===== config.mk =====
export PLATFORM = sky130hd
export DESIGN_NAME = lfu_cache_table
export DESIGN_NICKNAME = d
export VERILOG_FILES = /design/src/rtl/lfu_pkg.sv /design/src/rtl/lfu_cache_table.sv /design/src/rtl/lfu_ctrl.sv /design/src/rtl/lfu_dpath.sv
export VERILOG_INCLUDE_DIRS = /design/src /design/src/rtl
export SDC_FILE = /design/constraint.sdc
export NUM_CORES = 2
export LEC_CHECK = 0
export BUFFER_PORTS_ARGS = -buffer_cell sky130_fd_sc_hd__buf_2
export CORE_ASPECT_RATIO = 0.8
export CORE_MARGIN = 3
export CORE_UTILIZATION = 35
export DETAILED_ROUTE_END_ITERATION = 10
export MAX_ROUTING_LAYER = met4
export PLACE_DENSITY = 0.58
export REMOVE_ABC_BUFFERS = 1
export SETUP_SLACK_MARGIN = 0.3
export SYNTH_ARGS = -nofsm -noshare
export SYNTH_HDL_FRONTEND = slang
export SYNTH_HIERARCHICAL = 1
export SYNTH_SLANG_ARGS = --single-unit

===== constraint.sdc =====
create_clock -name clk_i -period 27 [get_ports clk_i]
set_input_delay 1.35 -clock clk_i [delete_from_list [all_inputs] [get_ports clk_i]]
set_output_delay 1.35 -clock clk_i [all_outputs]
set_load 0.005 [all_outputs]

===== src/rtl/lfu_cache_table_macros.svh =====
// assertion macros for the lfu cache table
`ifndef LFU_CACHE_TABLE_MACROS_SVH
`define LFU_CACHE_TABLE_MACROS_SVH
`ifndef SYNTH
`define LFU_ASSERT_NOW(label, cond) \
  label: assert property (@(posedge clk_i) disable iff (!rst_ni) (cond)) \
    else $error("assertion failed");
`define LFU_ASSERT_NEXT(label, pre, post) \
  label: assert property (@(posedge clk_i) disable iff (!rst_ni) (pre) |=> (post)) \
    else $error("assertion failed");
`else
`define LFU_ASSERT_NOW(label, cond)
`define LFU_ASSERT_NEXT(label, pre, post)
`endif
`endif


===== src/rtl/lfu_pkg.sv =====
// shared types and constants for the lfu cache table
`default_nettype none
package lfu_pkg;
  localparam int unsigned DEF_ENTRIES    = 16;
  localparam int unsigned DEF_COUNT_BITS = 16;
  localparam int unsigned CAP_W          = 5;
  localparam int unsigned WORD_W         = 32;
  localparam logic [CAP_W-1:0] CAP_RESET = 5'd16;
  localparam logic ACT_GET = 1'b0;
  localparam logic ACT_SET = 1'b1;
  localparam logic REG_CAPACITY = 1'b0;

  typedef struct packed {
    logic load;
    logic clear;
    logic scan;
    logic upd;
    logic finish;
  } cmd_t;

  typedef struct packed {
    logic last;
    logic need_upd;
  } status_t;
endpackage
`default_nettype wire


===== src/rtl/lfu_cache_table.sv =====
// lfu cache table: two passes over the entry memory per word
// a get miss or an ignored set skips the update pass and makes only the scan pass
// the entry memory is read once for the key/victim scan and once for the rank write-back
// a new word is taken only in idle, after the last result has gone to the result register
// reset: store empty, capacity 16; a capacity write also empties the store
// result register lets the next word enter while the last result waits
`default_nettype none
module lfu_cache_table #(
  parameter int unsigned ENTRIES    = lfu_pkg::DEF_ENTRIES,
  parameter int unsigned COUNT_BITS = lfu_pkg::DEF_COUNT_BITS
) (
  input  wire         clk_i,
  input  wire         rst_ni,
  input  wire         s_tvalid,
  output logic        s_tready,
  input  wire  [63:0] s_tdata,   // lookup_key[31:0], write_value[63:32]
  input  wire  [0:0]  s_tuser,   // action[0]
  output logic        m_tvalid,
  input  wire         m_tready,
  output logic [71:0] m_tdata,   // hit[0], read_value[32:1], evicted[33],
                                 // evicted_key[65:34], zero[71:66]
  input  wire         psel,
  input  wire         penable,
  input  wire         pwrite,
  input  wire  [2:0]  paddr,
  input  wire  [31:0] pwdata,
  output logic [31:0] prdata,
  output logic        pready
);
  import lfu_pkg::*;

  logic [CAP_W-1:0] cap_q;
  logic             cfg_wr;
  cmd_t             cmd;
  status_t          st;
  logic             hit, ev;
  logic [WORD_W-1:0] rd, evk;

  // apb: capacity register at byte address zero, zero wait states
  assign pready = 1'b1;
  assign cfg_wr = psel && penable && pwrite && (paddr[2] == REG_CAPACITY);
  assign prdata = (paddr[2] == REG_CAPACITY) ? {{(32-CAP_W){1'b0}}, cap_q} : '0;

  always_ff @(posedge clk_i or negedge rst_ni) begin
    if (!rst_ni) begin
      cap_q <= CAP_RESET;
    end else if (cfg_wr) begin
      cap_q <= pwdata[CAP_W-1:0];
    end
  end

  lfu_ctrl u_ctrl (
    .clk_i       (clk_i),
    .rst_ni      (rst_ni),
    .s_tvalid    (s_tvalid),
    .s_tready    (s_tready),
    .m_tvalid    (m_tvalid),
    .m_tready    (m_tready),
    .cfg_clear_i (cfg_wr),
    .st_i        (st),
    .cmd_o       (cmd)
  );

  lfu_dpath #(
    .ENTRIES    (ENTRIES),
    .COUNT_BITS (COUNT_BITS)
  ) u_dpath (
    .clk_i  (clk_i),
    .rst_ni (rst_ni),
    .cmd_i  (cmd),
    .st_o   (st),
    .cap_i  (cap_q),
    .act_i  (s_tuser[0]),
    .key_i  (s_tdata[31:0]),
    .val_i  (s_tdata[63:32]),
    .hit_o  (hit),
    .rd_o   (rd),
    .ev_o   (ev),
    .evk_o  (evk)
  );

  assign m_tdata = {6'b0, evk, ev, rd, hit};
endmodule
`default_nettype wire


===== src/rtl/lfu_ctrl.sv =====
// sequencer for the lfu cache table: scan pass, update pass, result hand-off
`default_nettype none
`include "lfu_cache_table_macros.svh"
module lfu_ctrl (
  input  wire             clk_i,
  input  wire             rst_ni,
  input  wire             s_tvalid,
  output logic            s_tready,
  output logic            m_tvalid,
  input  wire             m_tready,
  input  wire             cfg_clear_i,
  input  lfu_pkg::status_t st_i,
  output lfu_pkg::cmd_t    cmd_o
);
  import lfu_pkg::*;

  typedef enum logic [2:0] {
    IDLE, SCAN, SCAN_TAIL, DECIDE, UPD, UPD_TAIL, FIN
  } state_e;

  state_e state_q, state_d;
  logic   out_valid_q, out_valid_d;
  logic   fin_ok;

  assign s_tready = (state_q == IDLE);
  assign m_tvalid = out_valid_q;
  assign fin_ok   = !out_valid_q || m_tready;

  always_comb begin
    state_d     = state_q;
    out_valid_d = out_valid_q;
    cmd_o       = '0;
    cmd_o.clear = cfg_clear_i;
    if (out_valid_q && m_tready) out_valid_d = 1'b0;
    unique case (state_q)
      IDLE: begin
        if (s_tvalid) begin
          cmd_o.load = 1'b1;
          state_d    = SCAN;
        end
      end
      SCAN: begin
        cmd_o.scan = 1'b1;
        if (st_i.last) state_d = SCAN_TAIL;
      end
      SCAN_TAIL: state_d = DECIDE;
      DECIDE: state_d = st_i.need_upd ? UPD : FIN;
      UPD: begin
        cmd_o.upd = 1'b1;
        if (st_i.last) state_d = UPD_TAIL;
      end
      UPD_TAIL: state_d = FIN;
      FIN: begin
        if (fin_ok) begin
          cmd_o.finish = 1'b1;
          out_valid_d  = 1'b1;
          state_d      = IDLE;
        end
      end
      default: state_d = IDLE;
    endcase
  end

  always_ff @(posedge clk_i or negedge rst_ni) begin
    if (!rst_ni) begin
      state_q     <= IDLE;
      out_valid_q <= 1'b0;
    end else begin
      state_q     <= state_d;
      out_valid_q <= out_valid_d;
    end
  end

  `LFU_ASSERT_NOW(a_fin_no_overwrite, !cmd_o.finish || !out_valid_q || m_tready)
  `LFU_ASSERT_NOW(a_one_phase, $onehot0({cmd_o.load, cmd_o.scan, cmd_o.upd, cmd_o.finish}))
  `LFU_ASSERT_NEXT(a_load_starts_scan, cmd_o.load, cmd_o.scan && !s_tready)
endmodule
`default_nettype wire


===== src/rtl/lfu_dpath.sv =====
// entry memory, scan bookkeeping, valid bits and result register
`default_nettype none
module lfu_dpath #(
  parameter int unsigned ENTRIES    = lfu_pkg::DEF_ENTRIES,
  parameter int unsigned COUNT_BITS = lfu_pkg::DEF_COUNT_BITS
) (
  input  wire                           clk_i,
  input  wire                           rst_ni,
  input  lfu_pkg::cmd_t                 cmd_i,
  output lfu_pkg::status_t              st_o,
  input  wire [lfu_pkg::CAP_W-1:0]      cap_i,
  input  wire                           act_i,
  input  wire [lfu_pkg::WORD_W-1:0]     key_i,
  input  wire [lfu_pkg::WORD_W-1:0]     val_i,
  output logic                          hit_o,
  output logic [lfu_pkg::WORD_W-1:0]    rd_o,
  output logic                          ev_o,
  output logic [lfu_pkg::WORD_W-1:0]    evk_o
);
  import lfu_pkg::*;

  localparam int unsigned IW = (ENTRIES > 1) ? $clog2(ENTRIES) : 1;
  localparam int unsigned OW = $clog2(ENTRIES + 1);
  localparam int unsigned CW = (OW > CAP_W) ? OW : CAP_W;
  localparam int unsigned K_LO = 0;
  localparam int unsigned V_LO = WORD_W;
  localparam int unsigned C_LO = 2 * WORD_W;
  localparam int unsigned R_LO = 2 * WORD_W + COUNT_BITS;
  localparam int unsigned EW   = R_LO + IW;
  localparam logic [IW-1:0] LAST_IDX = IW'(ENTRIES - 1);

  logic [EW-1:0] mem_q [ENTRIES];
  logic [EW-1:0] rdata_q;
  logic [IW-1:0] addr_q, ridx_q;
  logic          rv_scan_q, rv_upd_q;
  logic [ENTRIES-1:0] valid_q;
  logic [OW-1:0] occ_q;

  logic              act_q;
  logic [WORD_W-1:0] key_q, val_q;

  logic          found_q, vfound_q, ffound_q;
  logic [IW-1:0] m_q, v_q, f_q, mrank_q, vrank_q;
  logic [WORD_W-1:0] mval_q, vkey_q;
  logic [COUNT_BITS-1:0] vcnt_q;

  logic [WORD_W-1:0]     e_key, e_val;
  logic [COUNT_BITS-1:0] e_cnt;
  logic [IW-1:0]         e_rank;
  logic                  e_vld;

  assign e_key  = rdata_q[K_LO +: WORD_W];
  assign e_val  = rdata_q[V_LO +: WORD_W];
  assign e_cnt  = rdata_q[C_LO +: COUNT_BITS];
  assign e_rank = rdata_q[R_LO +: IW];
  assign e_vld  = valid_q[ridx_q];

  // decision made from the finished scan
  logic [CW-1:0] cap_eff;
  logic do_set, evict, ins, use_rr;
  logic [IW-1:0] slot, rr;

  always_comb begin
    cap_eff = (CW'(cap_i) > CW'(ENTRIES)) ? CW'(ENTRIES) : CW'(cap_i);
    do_set  = (act_q == ACT_SET) && (cap_eff != '0);
    ins     = do_set && !found_q;
    evict   = ins && vfound_q && (CW'(occ_q) >= cap_eff);
    slot    = (evict && !(ffound_q && f_q < v_q)) ? v_q : f_q;
    use_rr  = found_q || evict;
    rr      = found_q ? mrank_q : vrank_q;
  end

  assign st_o.last     = (addr_q == LAST_IDX);
  assign st_o.need_upd = found_q || ins;

  // update of one entry in the second pass
  logic          we;
  logic [EW-1:0] wd;

  always_comb begin
    we = 1'b0;
    wd = rdata_q;
    if (rv_upd_q) begin
      if (ins && ridx_q == slot) begin
        we = 1'b1;
        wd = {IW'(0), COUNT_BITS'(1), val_q, key_q};
      end else if (e_vld && !(evict && ridx_q == v_q)) begin
        we = 1'b1;
        if (found_q && ridx_q == m_q) begin
          wd[R_LO +: IW] = '0;
          wd[C_LO +: COUNT_BITS] = (e_cnt == '1) ? e_cnt : e_cnt + COUNT_BITS'(1);
          if (act_q == ACT_SET) wd[V_LO +: WORD_W] = val_q;
        end else if (!use_rr || e_rank < rr) begin
          wd[R_LO +: IW] = e_rank + IW'(1);
        end
      end
    end
  end

  always_ff @(posedge clk_i) begin
    if (cmd_i.scan || cmd_i.upd) rdata_q <= mem_q[addr_q];
    if (we) mem_q[ridx_q] <= wd;
  end

  always_ff @(posedge clk_i or negedge rst_ni) begin
    if (!rst_ni) begin
      addr_q    <= '0;
      rv_scan_q <= 1'b0;
      rv_upd_q  <= 1'b0;
      valid_q   <= '0;
      occ_q     <= '0;
      found_q   <= 1'b0;
      vfound_q  <= 1'b0;
      ffound_q  <= 1'b0;
    end else begin
      rv_scan_q <= cmd_i.scan;
      rv_upd_q  <= cmd_i.upd;
      if (cmd_i.scan || cmd_i.upd) begin
        addr_q <= (addr_q == LAST_IDX) ? '0 : addr_q + IW'(1);
      end
      if (cmd_i.load) begin
        addr_q   <= '0;
        found_q  <= 1'b0;
        vfound_q <= 1'b0;
        ffound_q <= 1'b0;
      end
      if (rv_scan_q) begin
        if (e_vld && e_key == key_q && !found_q) found_q <= 1'b1;
        if (e_vld && (!vfound_q || e_cnt < vcnt_q ||
                      (e_cnt == vcnt_q && e_rank > vrank_q))) vfound_q <= 1'b1;
        if (!e_vld && !ffound_q) ffound_q <= 1'b1;
      end
      if (cmd_i.finish) begin
        if (evict) valid_q[v_q] <= 1'b0;
        if (ins) valid_q[slot] <= 1'b1;
        if (ins && !evict) occ_q <= occ_q + OW'(1);
      end
      if (cmd_i.clear) begin
        valid_q <= '0;
        occ_q   <= '0;
      end
    end
  end

  // payload, scan-result and result registers
  always_ff @(posedge clk_i) begin
    if (cmd_i.load) begin
      act_q <= act_i;
      key_q <= key_i;
      val_q <= val_i;
    end
    if (rv_scan_q) begin
      if (e_vld && e_key == key_q && !found_q) begin
        m_q     <= ridx_q;
        mrank_q <= e_rank;
        mval_q  <= e_val;
      end
      if (e_vld && (!vfound_q || e_cnt < vcnt_q ||
                    (e_cnt == vcnt_q && e_rank > vrank_q))) begin
        v_q     <= ridx_q;
        vcnt_q  <= e_cnt;
        vrank_q <= e_rank;
        vkey_q  <= e_key;
      end
      if (!e_vld && !ffound_q) f_q <= ridx_q;
    end
    ridx_q <= addr_q;
    if (cmd_i.finish) begin
      hit_o <= found_q;
      rd_o  <= (act_q == ACT_SET) ? '0 : (found_q ? mval_q : '1);
      ev_o  <= evict;
      evk_o <= evict ? vkey_q : '0;
    end
  end
endmodule
`default_nettype wire

==> summary.txt <==
Power
  • Leak: 0.0235 uW
  • Gate power share: 20.2%
  • Int Pwr: 5320 uW
  • Power Dens Cells: 98.3 mW/mm2
  • Peak VDD IR: 0.0000847 V
  • Overall Power: 7330 uW
  • Sw Pwr: 2010 uW
  • Clock power share: 30.8%
  • Switching Fraction: 27.5%
  • Seq pwr share: 49.0%

Yosys
  • Async SR Flop Fraction: 2.29%
  • Unique cell type count in the Yosys netlist: 70
  • Adder-Cell Fraction of Synth Area: 0.668%
  • Seq cells post-synth: 1702
  • Cells after Synth: 2902
  • Simple-Gate Fraction of Synth Area: 2.12%
  • Area leader, netlist: edfxtp_1
  • Syn Std Cell Area: 0.0656 mm2
  • Xor/xnor cell area share of the yosys netlist: 0.774%
  • Post-synth EDFFs: 1659
  • Combinational family with the most area after synthesis: multiplexers
  • Post-synthesis sequential area ratio: 77.5%
  • Compound-gate portion of the synthesized area: 1.41%
  • Top_reg_cell synth: edfxtp_1
  • Syn Area/Cell: 22.6 um2
  • Yosys warnings: 6
  • Post-synth top area share: 75.9%
  • Mux cell area share after synthesis: 15.9%
  • Top area cells in the synthesized netlist: edfxtp_1, mux4_2, dfrtp_1

Timing
  • Skew final: 0.0447 ns
  • Slew Viols, Final: 0
  • Fin crit period: 6.82 ns
  • Sum Neg Setup Slack: 0 ns
  • Final setup fails: 0
  • FMAX: 0.147 GHz
  • Worst-margin pin slew: 1.23 ns
  • Final worst slack: 20.18 ns
  • Hold WS: 0.434 ns
  • Period utilisation layout: 25.3%
  • Final hold vios: 0
  • RSZ-0062 raised after global routing: false
  • Max-slew headroom: 15.3%

GRT
  • Largest net degree at the start of global routing: 134
  • Global Route Usage Sum: 16.0%
  • Met3 Usage GRT: 2.68%
  • Met2 usage: 23.5%
  • GR Layer Usage met1: 23.2%
  • GR Overflow Total: 0
  • Initial antenna violation count: 4
  • Most Crowded Layer GR: met2
  • Vias in the first global route: 30.0k
  • Global-route wire length before repair: 218000 um

Cells and area
  • Commonest non-fill, non-tap cells in the layout: edfxtp_1, mux4_2, clkbuf_16
  • Final #Nets: 3281
  • Layout cells sized above 1: 30.1%
  • Layout filler cell count: 16.2k
  • Synthesis-to-layout area growth: 13.8%
  • Most common cell after layout, fill and taps aside: edfxtp_1
  • Ant. Diodes: 0

Clocking
  • Cts repair resizes: 0
  • CTS tree: done
  • Num CTS Buffers: 165
  • Root Driver: clkbuf_16
  • CTS sink count: 1702
  • Clock Tree Buf Depth: 3
  • Skew-Pair Late Insertion Delay: 0.81 ns
  • Worst-path clk slew: 0.06 ns
  • # Post-CTS Setup Buffers: 0
  • CTS hold repair buffers: 0
  • H-Tree Depth: 4

Hold path
  • Hold Path Class: reg -> reg

Status
  • Status: finished clean

Detailed routing
  • Post-route ant nets: 0
  • Via count: 30.1k
  • Final wirelength: 151000 um
  • Vias per inst: 5.21
  • DRC: 0
  • Wire per inst: 26.1 um
  • Drt first pass iters: 7
  • Iter 0 DRT Violations: 3267

Floorplan
  • Top Ports: 214
  • Rows: 141
  • Core Area: 0.185 mm2
  • Initial core utilization: 35.4%
  • Die footprint: 0.193 mm2
  • Die Ht: 393 um
  • Die width: 490 um

Placement
  • Port buffer count: 150
  • Dpl ws: 20.17 ns
  • GP Congestion: 0.783
  • HPWL Detailed: 77000 um

Worst setup path
  • Crit start category: flop
  • Crit path kind: reg -> reg
  • Worst Path Required: 27.43 ns
  • Worst Path Max Fanout: 47
  • CP Data Arrival Time: 7.25 ns
  • Worst Setup End Kind: flop

Job
  • Max_cap viols: 0
[area by class of cell]
class	instances	area, um2	area share [%]
Clock buffer	203	4280	5.74
Sequential cell	1702	50900	68.2
Tap cell	2502	3130	4.19
Multi-Input combinational cell	1022	14000	18.7
Timing Repair Buffer	213	1250	1.67
Inverter	35	136	0.183
Clock inverter	92	982	1.32
[Yosys cell counts (all sizes together) (5+ instances only)]
cell and instances:
nor3 17, nand4 20, dfrtp 38, nand3b 5
and3 42, edfxtp 1659, buf 93, o21a 35
clkbuf 82, xnor2 9, o31ai 6, nand2b 9
xor2 49, mux4 424, nand2 41, inv 34
and2b 5, a21oi 34, nand3 26, o21ai 33
mux2i 8, nor2 50, nor4 9, a21o 9
ha 35, mux2 70, nor2b 8
[per-layer routing]
layer / part of all wire [%] / wire [um]
met1: 46 / 68800
met2: 46 / 69300
met3: 6.6 / 10000
met4: 1.8 / 2650
met5: 0 / 0
[power by group through the flow]
stage                     combinational (uW)  sequential, uW  clock [uW]
after global placement                  1480            3650           0
after floorplan                         1360            3730           0
after global routing                    1610            3610        2430
after CTS                               1500            3590        2320
after detailed placement                1500            3650           0
final                                   1480            3590        2260
[critical path, cell delays in order (launching register included)]
cell and delay (ns):
dfrtp_1 0.58, inv_2 0.87, o211a_2 0.35, buf_4 0.51
and3_4 0.30, nand2_1 0.30, o211a_1 0.44, o21ai_1 0.35
nand4b_1 0.45, nor2_4 0.78, buf_4 0.81, buf_4 0.62
[cells by family (layout without fill, tap and decap cells)]
| family | count (synthesis) | in the layout |
|---|---|---|
| flip-flops | 1702 | 1702 |
| multiplexers | 502 | 502 |
| AND/OR/NAND/NOR | 252 | 252 |
| buffers and inverters | 210 | 543 |
| AO/OA/AOI/OAI | 141 | 141 |
| XOR/XNOR | 58 | 58 |
| adder cells (fa/ha/maj) | 35 | 35 |
| other | 2 | 34 |
[metrics by stage]
step | cells | area (um2) | util [%]
after floorplan | 2759 | 64800 | -
after global placement | 5474 | 69400 | 37.4
after detailed placement | 5474 | 69400 | 37.4
after CTS | 5769 | 74600 | 40.3
after global routing | 5769 | 74600 | 40.3
final | 5769 | 74600 | 40.3
[sequential cells by signal, indices dropped and copies added, names as in the netlist, 5 cells and up]
register,count
cap_q,5
u_dpath/evk_o,32
u_dpath/key_q,32
u_dpath/mem_q,1344
u_dpath/mval_q,32
u_dpath/occ_q,5
u_dpath/rd_o,32
u_dpath/rdata_q,84
u_dpath/val_q,32
u_dpath/valid_q,16
u_dpath/vcnt_q,16
u_dpath/vkey_q,32
[worst paths after layout]
kind / cells after the start / from / slack, ns / to
min: 0 / u_dpath/rdata_q[56]$_DFFE_PP_ / 0.43 / u_dpath/mval_q[24]$_DFFE_PP_
min in group asynchronous: 1 / rst_ni / 0.68 / cap_q[3]$_DFFE_PN0P_
max reg2reg: 11 / u_dpath/found_q$_DFF_PN0_ / 20.18 / u_dpath/mem_q[10][18]$_DFFE_PP_
max: 11 / u_dpath/found_q$_DFF_PN0_ / 20.18 / u_dpath/mem_q[10][18]$_DFFE_PP_
max in group asynchronous: 1 / rst_ni / 25.59 / u_dpath/addr_q[0]$_DFFE_PN0P_
min reg2reg: 0 / u_dpath/rdata_q[56]$_DFFE_PP_ / 0.43 / u_dpath/mval_q[24]$_DFFE_PP_
No activity file was read; power rests on OpenSTA's default activity.
